<file path="src/bmss_pkg.sv">
// Shared types and constants for the booster mode and stall supervisor.
// No dependencies; every other file of the block uses this package.
package bmss_pkg;

  localparam int COUNT_WIDTH = 16;
  localparam int QUEUE_DEPTH = 2;
  localparam int CFG_ADDR_W  = 4;
  localparam int CFG_DATA_W  = 32;

  localparam logic [1:0] REG_STALL_TIME   = 2'd0;
  localparam logic [1:0] REG_TORQUE_LIMIT = 2'd1;
  localparam logic [1:0] REG_SPEED_LIMIT  = 2'd2;
  localparam logic [1:0] REG_CLEAR_TICKS  = 2'd3;

  localparam logic [15:0] STALL_TIME_RST   = 16'd1000;
  localparam logic [15:0] TORQUE_LIMIT_RST = 16'd2500;
  localparam logic [15:0] SPEED_LIMIT_RST  = 16'd100;
  localparam logic [3:0]  CLEAR_TICKS_RST  = 4'd8;

  localparam logic [1:0] REQ_NONE     = 2'd0;
  localparam logic [1:0] REQ_HOMING   = 2'd1;
  localparam logic [1:0] REQ_ANTI_JAM = 2'd2;
  localparam logic [1:0] REQ_STALL    = 2'd3;

  typedef struct packed {
    logic               kind;
    logic               anti_jam_cmd;
    logic [15:0]        cmd_reset_count;
    logic [15:0]        cmd_shoot_reset_count;
    logic signed [15:0] trig_speed;
    logic signed [15:0] trig_torque;
    logic [31:0]        time_now_ms;
  } in_item_t;

  typedef struct packed {
    logic [1:0] request;
    logic       shoot_data_reset;
    logic       stall_timing;
  } out_item_t;

  typedef struct packed {
    logic [15:0] stall_time_ms;
    logic [15:0] stall_torque_limit;
    logic [15:0] stall_speed_limit;
    logic [3:0]  clear_ticks;
  } cfg_t;

  // classified item handed from the front to the back
  typedef struct packed {
    logic        tick;
    logic        jam_cmd;
    logic        stall;
    logic [15:0] home_cnt;
    logic [15:0] shoot_count;
    logic [31:0] now_ms;
  } cls_item_t;

endpackage

</file>
<file path="src/bmss_if.sv">
// Valid/ready channel interfaces for input and result beats.
// Depends on bmss_pkg for the payload types.
interface bmss_in_if;
  logic               valid;
  logic               ready;
  bmss_pkg::in_item_t payload;
  modport source (output valid, output payload, input ready);
  modport sink (input valid, input payload, output ready);
endinterface

interface bmss_out_if;
  logic                valid;
  logic                ready;
  bmss_pkg::out_item_t payload;
  modport source (output valid, output payload, input ready);
  modport sink (input valid, input payload, output ready);
endinterface

</file>
<file path="src/booster_mode_and_stall_supervisor_top.sv">
// Booster mode and stall supervisor, top level.
// Input beats enter on in_i, one result beat per input leaves on out_o; both are
// valid/ready channels (bmss_in_if, bmss_out_if). An APB-style port writes and reads
// the four configuration registers at byte addresses 0, 4, 8 and 12: stall time,
// torque limit, speed limit and clear ticks. pready is always high.
// A beat is a control tick or an enter event. The front stage registers the beat and
// its stall condition, a two-entry queue decouples it from the back stage, which
// resolves the request, updates the held counters and the stall timer, and registers
// the result.
// Throughput: one beat per cycle while out_o does not stall, set by the state update
// in the back stage. Each result passes the front, queue and back stage registers.
// Reset clears all held state and loads the register defaults; no result is pending.
// When the receiver stalls, the result register holds, the queue fills, and in_i.ready
// drops once the front stage and the queue are full.
// Depends on bmss_pkg, bmss_if, bmss_front, bmss_queue and bmss_back.
module booster_mode_and_stall_supervisor_top #(
  parameter int CountWidth = bmss_pkg::COUNT_WIDTH,
  parameter int QueueDepth = bmss_pkg::QUEUE_DEPTH
) (
  input  logic                            clk_i,
  input  logic                            rst_ni,
  bmss_in_if.sink                         in_i,
  bmss_out_if.source                      out_o,
  input  logic                            psel,
  input  logic                            penable,
  input  logic                            pwrite,
  input  logic [bmss_pkg::CFG_ADDR_W-1:0] paddr,
  input  logic [bmss_pkg::CFG_DATA_W-1:0] pwdata,
  output logic [bmss_pkg::CFG_DATA_W-1:0] prdata,
  output logic                            pready
);
  import bmss_pkg::*;

  cfg_t      cfg_q;
  logic [1:0] reg_idx;
  logic      cfg_wr;
  logic      fq_valid;
  cls_item_t fq_item;
  logic      fq_ready;
  logic      qb_valid;
  cls_item_t qb_item;
  logic      qb_ready;

  assign reg_idx = paddr[3:2];
  assign cfg_wr  = psel && penable && pwrite;
  assign pready  = 1'b1;

  always_ff @(posedge clk_i or negedge rst_ni) begin
    if (!rst_ni) begin
      cfg_q.stall_time_ms      <= STALL_TIME_RST;
      cfg_q.stall_torque_limit <= TORQUE_LIMIT_RST;
      cfg_q.stall_speed_limit  <= SPEED_LIMIT_RST;
      cfg_q.clear_ticks        <= CLEAR_TICKS_RST;
    end else if (cfg_wr) begin
      case (reg_idx)
        REG_STALL_TIME:   cfg_q.stall_time_ms      <= pwdata[15:0];
        REG_TORQUE_LIMIT: cfg_q.stall_torque_limit <= pwdata[15:0];
        REG_SPEED_LIMIT:  cfg_q.stall_speed_limit  <= pwdata[15:0];
        REG_CLEAR_TICKS:  cfg_q.clear_ticks        <= pwdata[3:0];
        default: ;
      endcase
    end
  end

  always_comb begin
    case (reg_idx)
      REG_STALL_TIME:   prdata = {16'd0, cfg_q.stall_time_ms};
      REG_TORQUE_LIMIT: prdata = {16'd0, cfg_q.stall_torque_limit};
      REG_SPEED_LIMIT:  prdata = {16'd0, cfg_q.stall_speed_limit};
      REG_CLEAR_TICKS:  prdata = {28'd0, cfg_q.clear_ticks};
      default:          prdata = '0;
    endcase
  end

  bmss_front u_front (
    .clk_i      (clk_i),
    .rst_ni     (rst_ni),
    .cfg_i      (cfg_q),
    .in_valid_i (in_i.valid),
    .in_item_i  (in_i.payload),
    .in_ready_o (in_i.ready),
    .q_valid_o  (fq_valid),
    .q_item_o   (fq_item),
    .q_ready_i  (fq_ready)
  );

  bmss_queue #(
    .Depth (QueueDepth)
  ) u_queue (
    .clk_i      (clk_i),
    .rst_ni     (rst_ni),
    .wr_valid_i (fq_valid),
    .wr_item_i  (fq_item),
    .wr_ready_o (fq_ready),
    .rd_valid_o (qb_valid),
    .rd_item_o  (qb_item),
    .rd_ready_i (qb_ready)
  );

  bmss_back #(
    .CountWidth (CountWidth)
  ) u_back (
    .clk_i       (clk_i),
    .rst_ni      (rst_ni),
    .cfg_i       (cfg_q),
    .q_valid_i   (qb_valid),
    .q_item_i    (qb_item),
    .q_ready_o   (qb_ready),
    .out_valid_o (out_o.valid),
    .out_item_o  (out_o.payload),
    .out_ready_i (out_o.ready)
  );

  a_stall_disarms: assert property (@(posedge clk_i) disable iff (!rst_ni)
    out_o.valid && (out_o.payload.request == REQ_STALL) |-> !out_o.payload.stall_timing)
    else $error("stall request left the timer armed");

  a_no_pulse_on_early_exit: assert property (@(posedge clk_i) disable iff (!rst_ni)
    out_o.valid && ((out_o.payload.request == REQ_HOMING) ||
                    (out_o.payload.request == REQ_ANTI_JAM))
    |-> !out_o.payload.shoot_data_reset)
    else $error("shoot data reset pulsed alongside homing or anti-jam request");

  a_queue_feeds_back: assert property (@(posedge clk_i) disable iff (!rst_ni)
    qb_valid && qb_ready |=> out_o.valid)
    else $error("item taken by back stage produced no result");

endmodule

</file>
<file path="src/bmss_front.sv">
// Front stage: accepts input beats, classifies them and computes the stall condition.
// Depends on bmss_pkg.
module bmss_front (
  input  logic                clk_i,
  input  logic                rst_ni,
  input  bmss_pkg::cfg_t      cfg_i,
  input  logic                in_valid_i,
  input  bmss_pkg::in_item_t  in_item_i,
  output logic                in_ready_o,
  output logic                q_valid_o,
  output bmss_pkg::cls_item_t q_item_o,
  input  logic                q_ready_i
);
  import bmss_pkg::*;

  logic        valid_q;
  cls_item_t   item_q;
  cls_item_t   item_d;
  logic [16:0] speed_mag;
  logic [16:0] torque_mag;

  always_comb begin
    speed_mag  = in_item_i.trig_speed[15] ?
                 17'(17'h10000 - {1'b0, in_item_i.trig_speed}) : {1'b0, in_item_i.trig_speed};
    torque_mag = in_item_i.trig_torque[15] ?
                 17'(17'h10000 - {1'b0, in_item_i.trig_torque}) : {1'b0, in_item_i.trig_torque};
    item_d.tick        = in_item_i.kind;
    item_d.jam_cmd     = in_item_i.anti_jam_cmd;
    item_d.stall       = (speed_mag < {1'b0, cfg_i.stall_speed_limit}) &&
                         (torque_mag > {1'b0, cfg_i.stall_torque_limit});
    item_d.home_cnt    = in_item_i.cmd_reset_count;
    item_d.shoot_count = in_item_i.cmd_shoot_reset_count;
    item_d.now_ms      = in_item_i.time_now_ms;
  end

  assign in_ready_o = !valid_q || q_ready_i;
  assign q_valid_o  = valid_q;
  assign q_item_o   = item_q;

  always_ff @(posedge clk_i or negedge rst_ni) begin
    if (!rst_ni) begin
      valid_q <= 1'b0;
    end else if (in_ready_o) begin
      valid_q <= in_valid_i;
    end
  end

  always_ff @(posedge clk_i) begin
    if (in_ready_o && in_valid_i) begin
      item_q <= item_d;
    end
  end

endmodule

</file>
<file path="src/bmss_queue.sv">
// Short queue of classified items between the front and back stages.
// Depends on bmss_pkg.
module bmss_queue #(
  parameter int Depth = bmss_pkg::QUEUE_DEPTH
) (
  input  logic                clk_i,
  input  logic                rst_ni,
  input  logic                wr_valid_i,
  input  bmss_pkg::cls_item_t wr_item_i,
  output logic                wr_ready_o,
  output logic                rd_valid_o,
  output bmss_pkg::cls_item_t rd_item_o,
  input  logic                rd_ready_i
);
  import bmss_pkg::*;

  localparam int PtrW = (Depth > 1) ? $clog2(Depth) : 1;
  localparam int CntW = $clog2(Depth + 1);

  cls_item_t           mem_q [Depth];
  logic [PtrW-1:0]     wr_ptr_q;
  logic [PtrW-1:0]     rd_ptr_q;
  logic [CntW-1:0]     cnt_q;
  logic                push;
  logic                pop;

  assign wr_ready_o = (cnt_q != CntW'(Depth));
  assign rd_valid_o = (cnt_q != '0);
  assign rd_item_o  = mem_q[rd_ptr_q];
  assign push       = wr_valid_i && wr_ready_o;
  assign pop        = rd_valid_o && rd_ready_i;

  always_ff @(posedge clk_i or negedge rst_ni) begin
    if (!rst_ni) begin
      wr_ptr_q <= '0;
      rd_ptr_q <= '0;
      cnt_q    <= '0;
    end else begin
      if (push) begin
        wr_ptr_q <= (wr_ptr_q == PtrW'(Depth - 1)) ? '0 : PtrW'(wr_ptr_q + 1'b1);
      end
      if (pop) begin
        rd_ptr_q <= (rd_ptr_q == PtrW'(Depth - 1)) ? '0 : PtrW'(rd_ptr_q + 1'b1);
      end
      if (push && !pop) begin
        cnt_q <= CntW'(cnt_q + 1'b1);
      end else if (pop && !push) begin
        cnt_q <= CntW'(cnt_q - 1'b1);
      end
    end
  end

  always_ff @(posedge clk_i) begin
    if (push) begin
      mem_q[wr_ptr_q] <= wr_item_i;
    end
  end

endmodule

</file>
<file path="src/bmss_back.sv">
// Back stage: resolves sub-state requests, runs the stall timer, registers results.
// Depends on bmss_pkg.
module bmss_back #(
  parameter int CountWidth = bmss_pkg::COUNT_WIDTH
) (
  input  logic                clk_i,
  input  logic                rst_ni,
  input  bmss_pkg::cfg_t      cfg_i,
  input  logic                q_valid_i,
  input  bmss_pkg::cls_item_t q_item_i,
  output logic                q_ready_o,
  output logic                out_valid_o,
  output bmss_pkg::out_item_t out_item_o,
  input  logic                out_ready_i
);
  import bmss_pkg::*;

  localparam int HeldW = (CountWidth < 16) ? CountWidth : 16;

  logic [HeldW-1:0] held_rc_q, held_rc_d;
  logic [HeldW-1:0] held_sc_q, held_sc_d;
  logic             anti_q, anti_d;
  logic             armed_q, armed_d;
  logic [31:0]      start_q, start_d;
  logic [3:0]       clr_q, clr_d;
  logic [3:0]       clr_inc;
  logic [31:0]      elapsed;
  logic [HeldW-1:0] rc;
  logic [HeldW-1:0] sc;
  logic             out_valid_q;
  out_item_t        out_q, out_d;
  logic             take;

  assign rc        = q_item_i.home_cnt[HeldW-1:0];
  assign sc        = q_item_i.shoot_count[HeldW-1:0];
  assign elapsed   = q_item_i.now_ms - start_q;
  assign clr_inc   = clr_q + 4'd1;
  assign q_ready_o = !out_valid_q || out_ready_i;
  assign take      = q_valid_i && q_ready_o;

  always_comb begin
    held_rc_d = held_rc_q;
    held_sc_d = held_sc_q;
    anti_d    = anti_q;
    armed_d   = armed_q;
    start_d   = start_q;
    clr_d     = clr_q;
    out_d.request          = REQ_NONE;
    out_d.shoot_data_reset = 1'b0;
    if (!q_item_i.tick) begin
      held_rc_d     = rc;
      held_sc_d     = sc;
      anti_d        = 1'b0;
      out_d.request = REQ_HOMING;
    end else if (q_item_i.jam_cmd) begin
      if (!anti_q) begin
        anti_d        = 1'b1;
        out_d.request = REQ_ANTI_JAM;
      end
    end else if (anti_q) begin
      anti_d        = 1'b0;
      out_d.request = REQ_HOMING;
    end else if (rc != held_rc_q) begin
      held_rc_d     = rc;
      out_d.request = REQ_HOMING;
    end else begin
      if (sc != held_sc_q) begin
        held_sc_d              = sc;
        out_d.shoot_data_reset = 1'b1;
      end
      if (q_item_i.stall) begin
        clr_d = '0;
        if (!armed_q) begin
          armed_d = 1'b1;
          start_d = q_item_i.now_ms;
        end else if (elapsed >= {16'd0, cfg_i.stall_time_ms}) begin
          out_d.request = REQ_STALL;
          armed_d       = 1'b0;
          start_d       = '0;
        end
      end else if (armed_q) begin
        if (clr_inc >= cfg_i.clear_ticks) begin
          armed_d = 1'b0;
          start_d = '0;
          clr_d   = '0;
        end else begin
          clr_d = clr_inc;
        end
      end else begin
        clr_d = '0;
      end
    end
    out_d.stall_timing = armed_d;
  end

  always_ff @(posedge clk_i or negedge rst_ni) begin
    if (!rst_ni) begin
      held_rc_q   <= '0;
      held_sc_q   <= '0;
      anti_q      <= 1'b0;
      armed_q     <= 1'b0;
      start_q     <= '0;
      clr_q       <= '0;
      out_valid_q <= 1'b0;
      out_q       <= '0;
    end else begin
      if (take) begin
        held_rc_q <= held_rc_d;
        held_sc_q <= held_sc_d;
        anti_q    <= anti_d;
        armed_q   <= armed_d;
        start_q   <= start_d;
        clr_q     <= clr_d;
        out_q     <= out_d;
      end
      if (q_ready_o) begin
        out_valid_q <= q_valid_i;
      end
    end
  end

  assign out_valid_o = out_valid_q;
  assign out_item_o  = out_q;

endmodule
</file>
<file path="src/flat_wrapper.sv">
// flat-port wrapper written by rule: the top's interface ports become plain ports
module booster_mode_and_stall_supervisor_top_flat import bmss_pkg::*;
#(
  parameter int CountWidth = bmss_pkg::COUNT_WIDTH,
  parameter int QueueDepth = bmss_pkg::QUEUE_DEPTH
)
  (clk_i, rst_ni, psel, penable, pwrite, paddr, pwdata, prdata, pready, in_i_valid, in_i_payload, in_i_ready, out_o_valid, out_o_payload, out_o_ready);
  bmss_in_if in_i_i ();
  bmss_out_if out_o_i ();
  input  logic clk_i;
  input  logic rst_ni;
  input  logic psel;
  input  logic penable;
  input  logic pwrite;
  input  logic [bmss_pkg::CFG_ADDR_W-1:0] paddr;
  input  logic [bmss_pkg::CFG_DATA_W-1:0] pwdata;
  output logic [bmss_pkg::CFG_DATA_W-1:0] prdata;
  output logic pready;
  input wire logic [$bits(in_i_i.valid)-1:0] in_i_valid;
  input wire logic [$bits(in_i_i.payload)-1:0] in_i_payload;
  output wire logic [$bits(in_i_i.ready)-1:0] in_i_ready;
  output wire logic [$bits(out_o_i.valid)-1:0] out_o_valid;
  output wire logic [$bits(out_o_i.payload)-1:0] out_o_payload;
  input wire logic [$bits(out_o_i.ready)-1:0] out_o_ready;
  assign in_i_i.valid = in_i_valid;
  assign in_i_i.payload = in_i_payload;
  assign in_i_ready = in_i_i.ready;
  assign out_o_valid = out_o_i.valid;
  assign out_o_payload = out_o_i.payload;
  assign out_o_i.ready = out_o_ready;
  booster_mode_and_stall_supervisor_top #(.CountWidth(CountWidth), .QueueDepth(QueueDepth)) u_core (.clk_i(clk_i), .rst_ni(rst_ni), .in_i(in_i_i), .out_o(out_o_i), .psel(psel), .penable(penable), .pwrite(pwrite), .paddr(paddr), .pwdata(pwdata), .prdata(prdata), .pready(pready));
endmodule
</file>
<file path="config.mk">
export PLATFORM = sky130hd
export DESIGN_NAME = booster_mode_and_stall_supervisor_top_flat
export DESIGN_NICKNAME = d
export VERILOG_FILES = /design/src/bmss_pkg.sv /design/src/bmss_if.sv /design/src/booster_mode_and_stall_supervisor_top.sv /design/src/bmss_front.sv /design/src/bmss_queue.sv /design/src/bmss_back.sv /design/src/flat_wrapper.sv
export SDC_FILE = /design/constraint.sdc
export NUM_CORES = 1
export LEC_CHECK = 0
export ABC_CLOCK_PERIOD_IN_PS = 10800
export BUFFER_PORTS_ARGS = -buffer_cell sky130_fd_sc_hd__buf_2
export CORE_MARGIN = 4
export CORE_UTILIZATION = 30
export DETAILED_ROUTE_END_ITERATION = 6
export HOLD_SLACK_MARGIN = 0.02
export PLACE_DENSITY = 0.48
export SLEW_MARGIN = 10
export SYNTH_ARGS = -nofsm -noshare
export SYNTH_HDL_FRONTEND = slang
export SYNTH_SLANG_ARGS = --single-unit
</file>
<file path="constraint.sdc">
create_clock -name clk_i -period 10.8 [get_ports clk_i]
set_input_delay 2.16 -clock clk_i [delete_from_list [all_inputs] [get_ports clk_i]]
set_output_delay 2.16 -clock clk_i [all_outputs]
set_load 0.1 [all_outputs]
</file>
==> metrics.txt, run 1 <==
status finished clean; # Post-CTS Setup Buffers 0; First DRT Iteration DRCs slightly below 700; Post-synth EDFFs around 200; vias in the first global route around 12000; #FFs+latches synth 332; clock skew about 0.028 ns; Flop pwr share 38.8%; max-slew violation count 0; Critical Path Fanout Max 36; Overflow after GRT 0; worst path bufs/invs 1; Warnings, synthesis 0; FFs w/ async S/R, synth 39.5%; P_sw 0.00179 W; Max Fclk about 150 MHz; CP Launch Type register; clk slew on worst S/H paths 0.06 ns; clock tree from TritonCTS yes; row cnt 88; max cap viols 0; Critical Path AT 6.99 ns; dominant synthesized flop cell edfxtp_1; first-pass GRT wire length 66700 microns; Pint 0.00312 W; type of the tightest min-delay check register to register; Core Area 57600 sq um; Fin Setup TNS 0 ns; Netlist Area Pre-Place 17400 sq um; sequential share of the synthesized area 53.5%; final hold viol count 0; crit path time final 6.53 ns; Worst slew margin between 20% and 30%; CTS Root Cell clkbuf_16; Yosys cell types 76; WP data required ~11 ns; VDD IR max between 0.0002 and 0.00025 V; Worst setup EP type register; setup ws final 4.27 ns; commonest non-fill, non-tap cell in the layout edfxtp_1; Worst path max stage delay 0.86 ns; RSZ-0062 raised after global routing false; largest net degree at the start of global routing 73; share of cells above drive strength 1 between 20% and 30%; Util after Layout 35.0%; most frequent cells in the layout edfxtp_1 (201), buf_2 (143), nand2_1 (127); slew of the pin with the lowest slew margin 1.14 ns; final WL 42000 microns; clk_lat worst skew 0.57 ns; pre-CTS WS 4.25 ns; DP Wirelength approximately 29000 microns; power density cells 244 nW/um^2; 1st-pass router iterations 5; detailed-route DRC error count 0; Pleak between 8 and 9 nW; Die Wd 249 microns; hold slack between 0.4 and 0.5 ns; vias per cell 4.86; Final setup viols 0; IO Pins 180; DR WL/cell 17.2 microns; Worst path top cell family by delay compound AO/OA/AOI/OAI gates; Post-CTS Hold Buffers 0; global-route usage over all layers 13.2%; RD Place Congestion around 0.83; nets 1876; n_diodes 0; via count 11865; antenna-violating nets left 0; Synth area leader edfxtp_1; Gate power share around a third; starting density of the core 30.3%; Tcrit/Tclk final 60.5%; clk sinks about 330; area of the die about 62000 sq um; clock power share 27.3%; port bufs 144; sw frac 36.5%; number of CTS-inserted buffers 40; area delta synth->final 15.5%; leading post-synthesis cells by cell area edfxtp_1 (35%), dfrtp_1 (17%), ha_1 (6.3%), mux2_2 (3.4%), a21oi_1 (3.2%); Die Y 249 microns; H-Tree Depth 2; CP cell instances buf_4 -> mux2_2 -> ha_1 -> a21o_1 -> a31oi_1 -> o21ai_0 -> nor2_1 -> nor2_1 -> o21ai_0 -> nand2b_1 -> a21oi_1 -> xnor2_1 -> ha_1 -> a21boi_0 -> a221oi_1 -> o2111a_1 -> nand4b_1 -> nor4_4 -> nand2_2 -> o211ai_1; Synth top area share 34.6%; Avg Inst Size Synth 11.4 sq um; Worst path slowest cell dfrtp_4; WS Path Type register to register; clock buffer depth 3; Syn Inst Count 1524; Resized cells post-CTS 0; initial antenna violation count 0
[kinds of logic (layout without fill, tap and decap cells)]
family / count (synthesis) / after routing / share of synthesized area (%)
flops: 332 / 332 / 53.5
other cells: 2 / 17 / 0.0431
mux: 107 / 107 / 6.81
buf+inv: 187 / 326 / 4.86
xor+xnor: 82 / 82 / 4.12
fa+ha+maj: 89 / 89 / 6.43
compound gates: 343 / 343 / 13.2
simple gates: 382 / 382 / 11.0
[stage by stage]
stage	cells	instance area, sq um	total power, W
2_1_floorplan	1539	17500	0.00319
3_3_place_gp	2369	18800	0.00359
3_5_place_dp	2369	18800	0.00362
4_1_cts	2443	20100	0.00500
5_1_grt	2443	20100	0.00524
6_report	2443	20100	0.00491
[Yosys cell counts (all sizes together) (3+ instances only)]
| cell type | n |
|---|---|
| a2111oi | 5 |
| a211o | 5 |
| a211oi | 10 |
| a21boi | 3 |
| a21o | 30 |
| a21oi | 111 |
| a31oi | 4 |
| and2 | 3 |
| and3 | 4 |
| buf | 45 |
| clkbuf | 45 |
| dfrtp | 116 |
| dfstp | 15 |
| edfxtp | 201 |
| ha | 88 |
| inv | 97 |
| mux2 | 53 |
| mux2i | 50 |
| mux4 | 4 |
| nand2 | 128 |
| nand2b | 18 |
| nand3 | 10 |
| nand3b | 3 |
| nand4 | 57 |
| nor2 | 76 |
| nor2b | 6 |
| nor3 | 38 |
| nor3b | 3 |
| nor4 | 12 |
| o2111ai | 4 |
| o211ai | 38 |
| o21a | 14 |
| o21ai | 84 |
| o22ai | 3 |
| o31ai | 14 |
| o41ai | 3 |
| or2 | 3 |
| or3 | 9 |
| or4 | 6 |
| xnor2 | 58 |
| xor2 | 24 |
[routing by layer]
metal	global-route usage [%]	part of all wire, %	wire [microns]	vias up
li1	-	-	-	5800
met1	17.7	45	19000	5768
met2	22.3	48	20300	232
met3	2.08	3.8	1580	65
met4	3.84	2.7	1120	0
met5	0	0	0	-
[layout make-up]
| class | instances | area, sq um |
|---|---|---|
| Fill cell | 5659 | 37400 |
| Sequential cell | 332 | 9340 |
| Multi-Input combinational cell | 1020 | 7350 |
| Clock buffer | 59 | 1110 |
| Tap cell | 765 | 957 |
| Timing Repair Buffer | 155 | 810 |
| Inverter | 97 | 364 |
| Clock inverter | 15 | 210 |
[power by group through the flow]
stage | clock [W] | sequential (W) | combinational (W)
2_1_floorplan | 0 | 0.00189 | 0.00130
3_3_place_gp | 0 | 0.00192 | 0.00167
3_5_place_dp | 0 | 0.00193 | 0.00169
4_1_cts | 0.00139 | 0.00191 | 0.00170
5_1_grt | 0.00144 | 0.00194 | 0.00186
6_report | 0.00134 | 0.00191 | 0.00166
[state kept, by name (all words and copies together) (netlist names)]
name	count
u_core.cfg_q	52
u_core.u_front.q_item_o	67
u_core.u_back.out_valid_o	1
u_core.u_front.q_valid_o	1
u_core.u_queue.mem_q	134
u_core.u_back.clr_q	4
u_core.u_queue.cnt_q	2
u_core.u_back.out_item_o	4
u_core.u_queue.rd_ptr_q	1
u_core.u_queue.wr_ptr_q	1
u_core.u_back.held_sc_q	16
u_core.u_back.start_q	32
u_core.u_back.held_rc_q	16
u_core.u_back.anti_q	1
[path summary, 6_finish.rpt]
path	cells after the start	slack, ns	endpoint	start
setup / recovery	20	4.27	u_core.u_back.start_q[26]	u_core.u_queue.rd_ptr_q
hold / removal	0	0.42	u_core.u_queue.mem_q[0][45]	u_core.u_front.q_item_o[45]
setup reg to reg	20	4.27	u_core.u_back.start_q[26]	u_core.u_queue.rd_ptr_q
max in group asynchronous	2	7.83	u_core.cfg_q[18]	rst_ni
min in group asynchronous	1	1.62	u_core.u_queue.cnt_q[1]	rst_ni
hold reg to reg	0	0.42	u_core.u_queue.mem_q[0][45]	u_core.u_front.q_item_o[45]
Note: power is estimated with default switching activity, not from simulation.
==> run 2: changes to the inputs <==
- ABC_CLOCK_PERIOD_IN_PS: 10800 -> 6350
- clock period: 10.8 -> 6.35 ns (I/O delays scaled with it)
==> metrics.txt, run 2 (same netlist as run 1, synthesis figures left out) <==
Die Wd 249 microns (unchanged); max cap viols 0 (unchanged); clk slew on worst S/H paths 0.06 ns (about the same); RSZ-0062 raised after global routing false; commonest non-fill, non-tap cell in the layout edfxtp_1; Core Area 57600 sq um (unchanged); n_diodes 0 (unchanged); Resized cells post-CTS 0 (unchanged); Worst slew margin 27.5% (+3.7 points); initial antenna violation count 0 (unchanged); Top reg by flops u_core.u_queue.mem_q; Final Instance Area 20100 sq um (-0.23%); status finished clean; DP Area 18800 sq um (+0.19%); antenna-violating nets left 0 (unchanged); port bufs 144 (unchanged); row cnt 88 (unchanged); vias in the first global route 11777 (-1.1%); clock tree from TritonCTS yes; VDD IR max 0.000338 V (+54%); clock skew 0.0295 ns (+0.00118 ns); starting density of the core 30.3% (unchanged); Die Y 249 microns (unchanged); pre-CTS WS 0.739 ns (-3.51 ns); clk_lat worst skew 0.56 ns (about the same); First DRT Iteration DRCs 681 (+0.44%); area delta synth->final 15.3%; RD Place Congestion 0.852 (+2.5%); vias per cell 4.83 (-0.62%); detailed-route DRC error count 0 (unchanged); hold path depth 0 (unchanged); via count 11792 (-0.62%); number of CTS-inserted buffers 39 (-2.5%); nets 1878 (+0.11%); max-slew violation count 0 (unchanged); H-Tree Depth 2 (unchanged); IO Pins 180 (unchanged); Tcrit/Tclk final 89.1% (+29 points); DR WL/cell 17.0 microns (-0.94%); setup ws final 0.695 ns (-3.57 ns); Critical Path AT 6.12 ns (-0.87 ns); share of cells above drive strength 1 20.4% (+0.24 points); Util after Layout 34.9% (-0.080 points); slew of the pin with the lowest slew margin 1.09 ns (-0.0525 ns); WS Path Type register to register; Pleak 8.12 nW (-0.17%); clock buffer depth 3 (unchanged); Max Fclk 177 MHz (+15%); final WL 41600 microns (-0.94%); Fin Setup TNS 0 ns (unchanged); power density cells 409 nW/um^2 (+68%); CTS Root Cell clkbuf_16; global-route usage over all layers 13.1% (-0.16 points); max FFs per register 134 (unchanged); final hold viol count 0 (unchanged); clk sinks 332 (unchanged); Worst setup EP type register; Non-Filler Instances 2443 (unchanged); WP data required 6.81 ns (-4.45 ns); Final setup viols 0 (unchanged); CP Launch Type register; most frequent cells in the layout edfxtp_1 (201), buf_2 (143), nand2_1 (127); 1st-pass router iterations 5 (unchanged); type of the tightest min-delay check register to register; largest net degree at the start of global routing 92 (+26%); crit path time final 5.65 ns (-0.876 ns); r2r worst-path depth 21 (+5.0%); Inst Count DP 2372 (+0.13%); DP Wirelength 29500 microns (+0.14%); area of the die 62000 sq um (unchanged); Critical Path Fanout Max 17 (-53%); Overflow after GRT 0 (unchanged); # Post-CTS Setup Buffers 0 (unchanged); r2r setup slk 0.70 ns (-3.57 ns); Post-CTS Hold Buffers 0 (unchanged); first-pass GRT wire length 65400 microns (-1.9%)
run 2: cell count changes in the layout (fill, tap and decap cells not counted), moves of 2 or more:
cell and change:
buf_4 +2, clkinv_2 +7, clkbuf_1 -6, clkbuf_8 -4
clkinv_1 +2
run 2: layout make-up:
cell class	count	area, sq um
inverter	97	364
sequential	332	9340
fill	5693	37500
clock buffer	48	1010
multi-input combinational	1020	7350
clock inverter	23	231
tap	765	957
timing repair buffer	158	845
run 2: power by group:
group	total (W)	switching (W)	leakage [nW]	internal, W
Sequential	0.00321	0.000253	3.31	0.00296
Clock	0.00215	0.000913	0.602	0.00123
Combinational	0.00286	0.00186	4.21	0.000998
Total	0.00821	0.00303	8.12	0.00519
run 2: worst paths after layout:
path | from | end
min | u_core.u_front.q_item_o[12] | u_core.u_queue.mem_q[0][12]
max reg2reg | u_core.u_queue.rd_ptr_q | u_core.u_back.start_q[8]
max in group asynchronous | rst_ni | u_core.cfg_q[31]
min reg2reg | u_core.u_front.q_item_o[12] | u_core.u_queue.mem_q[0][12]
max | u_core.u_queue.rd_ptr_q | u_core.u_back.start_q[8]
min in group asynchronous | rst_ni | u_core.u_queue.cnt_q[1]
run 2: metal layers:
metal / vias up / track usage, % / routed length [microns]
met5: - / 0 / 0
met4: 0 / 3.68 / 985
met3: 57 / 2.18 / 1540
met2: 216 / 22.2 / 20300
met1: 5724 / 17.3 / 18800
li1: 5795 / - / -
run 2: critical path: stages, from the launching register on:
cell       delay [ns]
dfrtp_4          0.61
mux2i_1          0.51
inv_1            0.09
ha_1             0.28
nor2b_1          0.16
o2111ai_1        0.20
a211oi_1         0.51
nor2_1           0.15
nor2_1           0.18
o21ai_0          0.10
nand2b_1         0.09
a21oi_1          0.07
xnor2_1          0.14
ha_1             0.30
a21boi_0         0.15
a221oi_1         0.41
o2111a_1         0.27
nand4b_1         0.15
nor4_4           0.32
nand2_2          0.39
buf_12           0.32
o211ai_2         0.16
run 2: metrics by stage:
stage,total power (W),hold slack (ns)
after floorplan,0.00543,0.421
after global placement,0.00609,0.424
after detailed placement,0.00615,0.431
after CTS,0.00835,0.429
after global routing,0.00878,0.447
final,0.00821,0.430
==> run 3: changes to the inputs <==
--- a/config.mk
+++ b/config.mk
@@ -7,5 +7,5 @@
 export LEC_CHECK = 0
-export ABC_CLOCK_PERIOD_IN_PS = 6350
+export ABC_CLOCK_PERIOD_IN_PS = 5730
 export BUFFER_PORTS_ARGS = -buffer_cell sky130_fd_sc_hd__buf_2
-export CORE_MARGIN = 4
+export CORE_MARGIN = 10
 export CORE_UTILIZATION = 30
==> constraint.sdc (replaced) <==
create_clock -name clk_i -period 5.73 [get_ports clk_i]
set_input_delay 1.146 -clock clk_i [delete_from_list [all_inputs] [get_ports clk_i]]
set_output_delay 1.146 -clock clk_i [all_outputs]
set_load 0.01 [all_outputs]
==> metrics.txt, run 3 (same netlist as run 1, synthesis figures left out) <==
status finished clean; metal3 WL 1670 microns (+8.0%); fillers 5717 (+0.42%); Resized cells post-CTS 0 (unchanged); Overflow after GRT 0 (unchanged); first-pass GRT wire length 66300 microns (+1.3%); Pleak 8.13 nW (about the same); most frequent cells in the layout edfxtp_1 (201), buf_2 (143), nand2_1 (127); area of the die 68200 sq um (+9.9%); row cnt 88 (unchanged); antenna-violating nets left 0 (unchanged); clock buffer depth 3 (unchanged); WS Path Type register to register; clk slew on worst S/H paths 0.06 ns (about the same); Setup crit start u_core.u_queue.rd_ptr_q; Tcrit/Tclk final 91.4% (+2.3 points); n_diodes 0 (unchanged); Worst path top cell family by delay compound AO/OA/AOI/OAI gates; Storage cell area 9340 sq um (unchanged); clk sinks 332 (unchanged); nets 1880 (+0.11%); Final Instance Area 20100 sq um (about the same); commonest non-fill, non-tap cell in the layout edfxtp_1; Final setup viols 0 (unchanged); type of the tightest min-delay check register to register; max-slew violation count 0 (unchanged); final hold viol count 0 (unchanged); Worst setup EP type register; setup ws final 0.495 ns (-0.200 ns); H-Tree Depth 2 (unchanged); vias in the first global route 11896 (+1.0%); max cap viols 0 (unchanged); Top Metal Used met4; CTS Root Cell clkbuf_16; slew of the pin with the lowest slew margin 1.16 ns (+0.0693 ns); hold wc startpoint u_core.u_front.q_item_o[30]; 1st-pass router iterations 4 (-1); Worst slew margin 22.9% (-4.6 points); crit path time final 5.24 ns (-0.420 ns); starting density of the core 30.3% (unchanged); Max Fclk 191 MHz (+8.0%); clk_lat worst skew 0.57 ns (about the same); via count 11656 (-1.2%); DP Area 18800 sq um (about the same); Critical Path Fanout Max 18 (+1); DP Wirelength 30300 microns (+2.6%); detailed-route DRC error count 0 (unchanged); Reg2Reg Launch Point u_core.u_queue.rd_ptr_q; global-route usage over all layers 12.2% (-0.88 points); metal2 WL 20500 microns (+1.4%); largest net degree at the start of global routing 69 (-25%); Multi-input gate area 7340 sq um (about the same); Core Area 57600 sq um (unchanged); final WL 41800 microns (+0.61%); Worst path slowest cell dfrtp_4; initial antenna violation count 0 (unchanged); RSZ-0062 raised after global routing false; Fin Setup TNS 0 ns (unchanged); Non-Filler Instances 2445 (+0.082%); Inst Count DP 2374 (+0.084%); worst path bufs/invs 2 (unchanged); DR WL/cell 17.1 microns (+0.53%); vias per cell 4.77 (-1.2%); CP Launch Type register; First DRT Iteration DRCs 693 (+1.8%); Die Wd 261 microns (+4.8%); pre-CTS WS 0.515 ns (-0.224 ns); max FFs per register 134 (unchanged); Post-CTS Hold Buffers 0 (unchanged); share of cells above drive strength 1 20.3% (-0.084 points); clock tree from TritonCTS yes; WP data required 6.20 ns (-0.61 ns); IO Pins 180 (unchanged); clock skew 0.0278 ns (-0.00175 ns); Met1 Wirelength 19000 microns (+0.88%); VDD IR max 0.000496 V (+47%); CP cell instances mux2i_1 -> inv_1 -> ha_1 -> nor2b_1 -> o2111ai_1 -> a211oi_1 -> nor2_1 -> nor2_1 -> o21ai_0 -> nand2b_1 -> a21oi_1 -> xnor2_1 -> ha_1 -> a21boi_0 -> a221oi_1 -> o2111a_1 -> nand4b_1 -> nor4_4 -> nand2_2 -> buf_4 -> o211ai_2; Critical Path AT 5.71 ns (-0.41 ns); area delta synth->final 15.3% (about the same); port bufs 144 (unchanged); # Post-CTS Setup Buffers 0 (unchanged); number of CTS-inserted buffers 39 (unchanged); Top reg by flops u_core.u_queue.mem_q; Die Y 261 microns (+4.8%); RD Place Congestion 0.834 (-2.2%); Worst path max stage delay 0.59 ns (-0.02 ns); power density cells 440 nW/um^2 (+7.6%)
==> run 3: path summary, 6_finish.rpt <==
| kind | to | slack, ns | cells past startpoint |
|---|---|---|---|
| min in group asynchronous | u_core.cfg_q[20] | 0.57 | 1 |
| worst max-delay path | u_core.u_back.start_q[17] | 0.49 | 21 |
| worst min register to register | u_core.u_queue.mem_q[1][30] | 0.43 | 0 |
| worst min-delay path | u_core.u_queue.mem_q[1][30] | 0.43 | 0 |
| max in group asynchronous | u_core.cfg_q[19] | 4.07 | 2 |
| worst max register to register | u_core.u_back.start_q[17] | 0.49 | 21 |
==> run 3: metal layers <==
metal / vias up / GRT usage, %
li1: 5790 / -
met1: 5642 / 15.7
met2: 185 / 20.7
met3: 39 / 2.36
met4: 0 / 3.05
met5: - / 0
==> run 3: final cells by class <==
class / count / area share, %
clock buffers: 54 / 5.19
clock inverters: 17 / 1.05
inverters: 97 / 1.81
multi-input cells: 1020 / 36.5
flip-flops and latches: 332 / 46.5
well taps: 765 / 4.76
repair buffers: 160 / 4.21
==> run 3: through the flow <==
stage	hold slack, ns	power (W)	utilization (%)
finish	0.434	0.00884	34.9
global route	0.450	0.00949	34.9
CTS	0.436	0.00902	34.9
detailed placement	0.430	0.00655	32.7
global placement	0.425	0.00648	32.7
floorplan	0.421	0.00573	-
==> run 3: power by group <==
group | internal, W | switching, W
sequential | 0.00328 | 0.000279
clock | 0.00139 | 0.00101
combinational | 0.00110 | 0.00178
total | 0.00577 | 0.00307
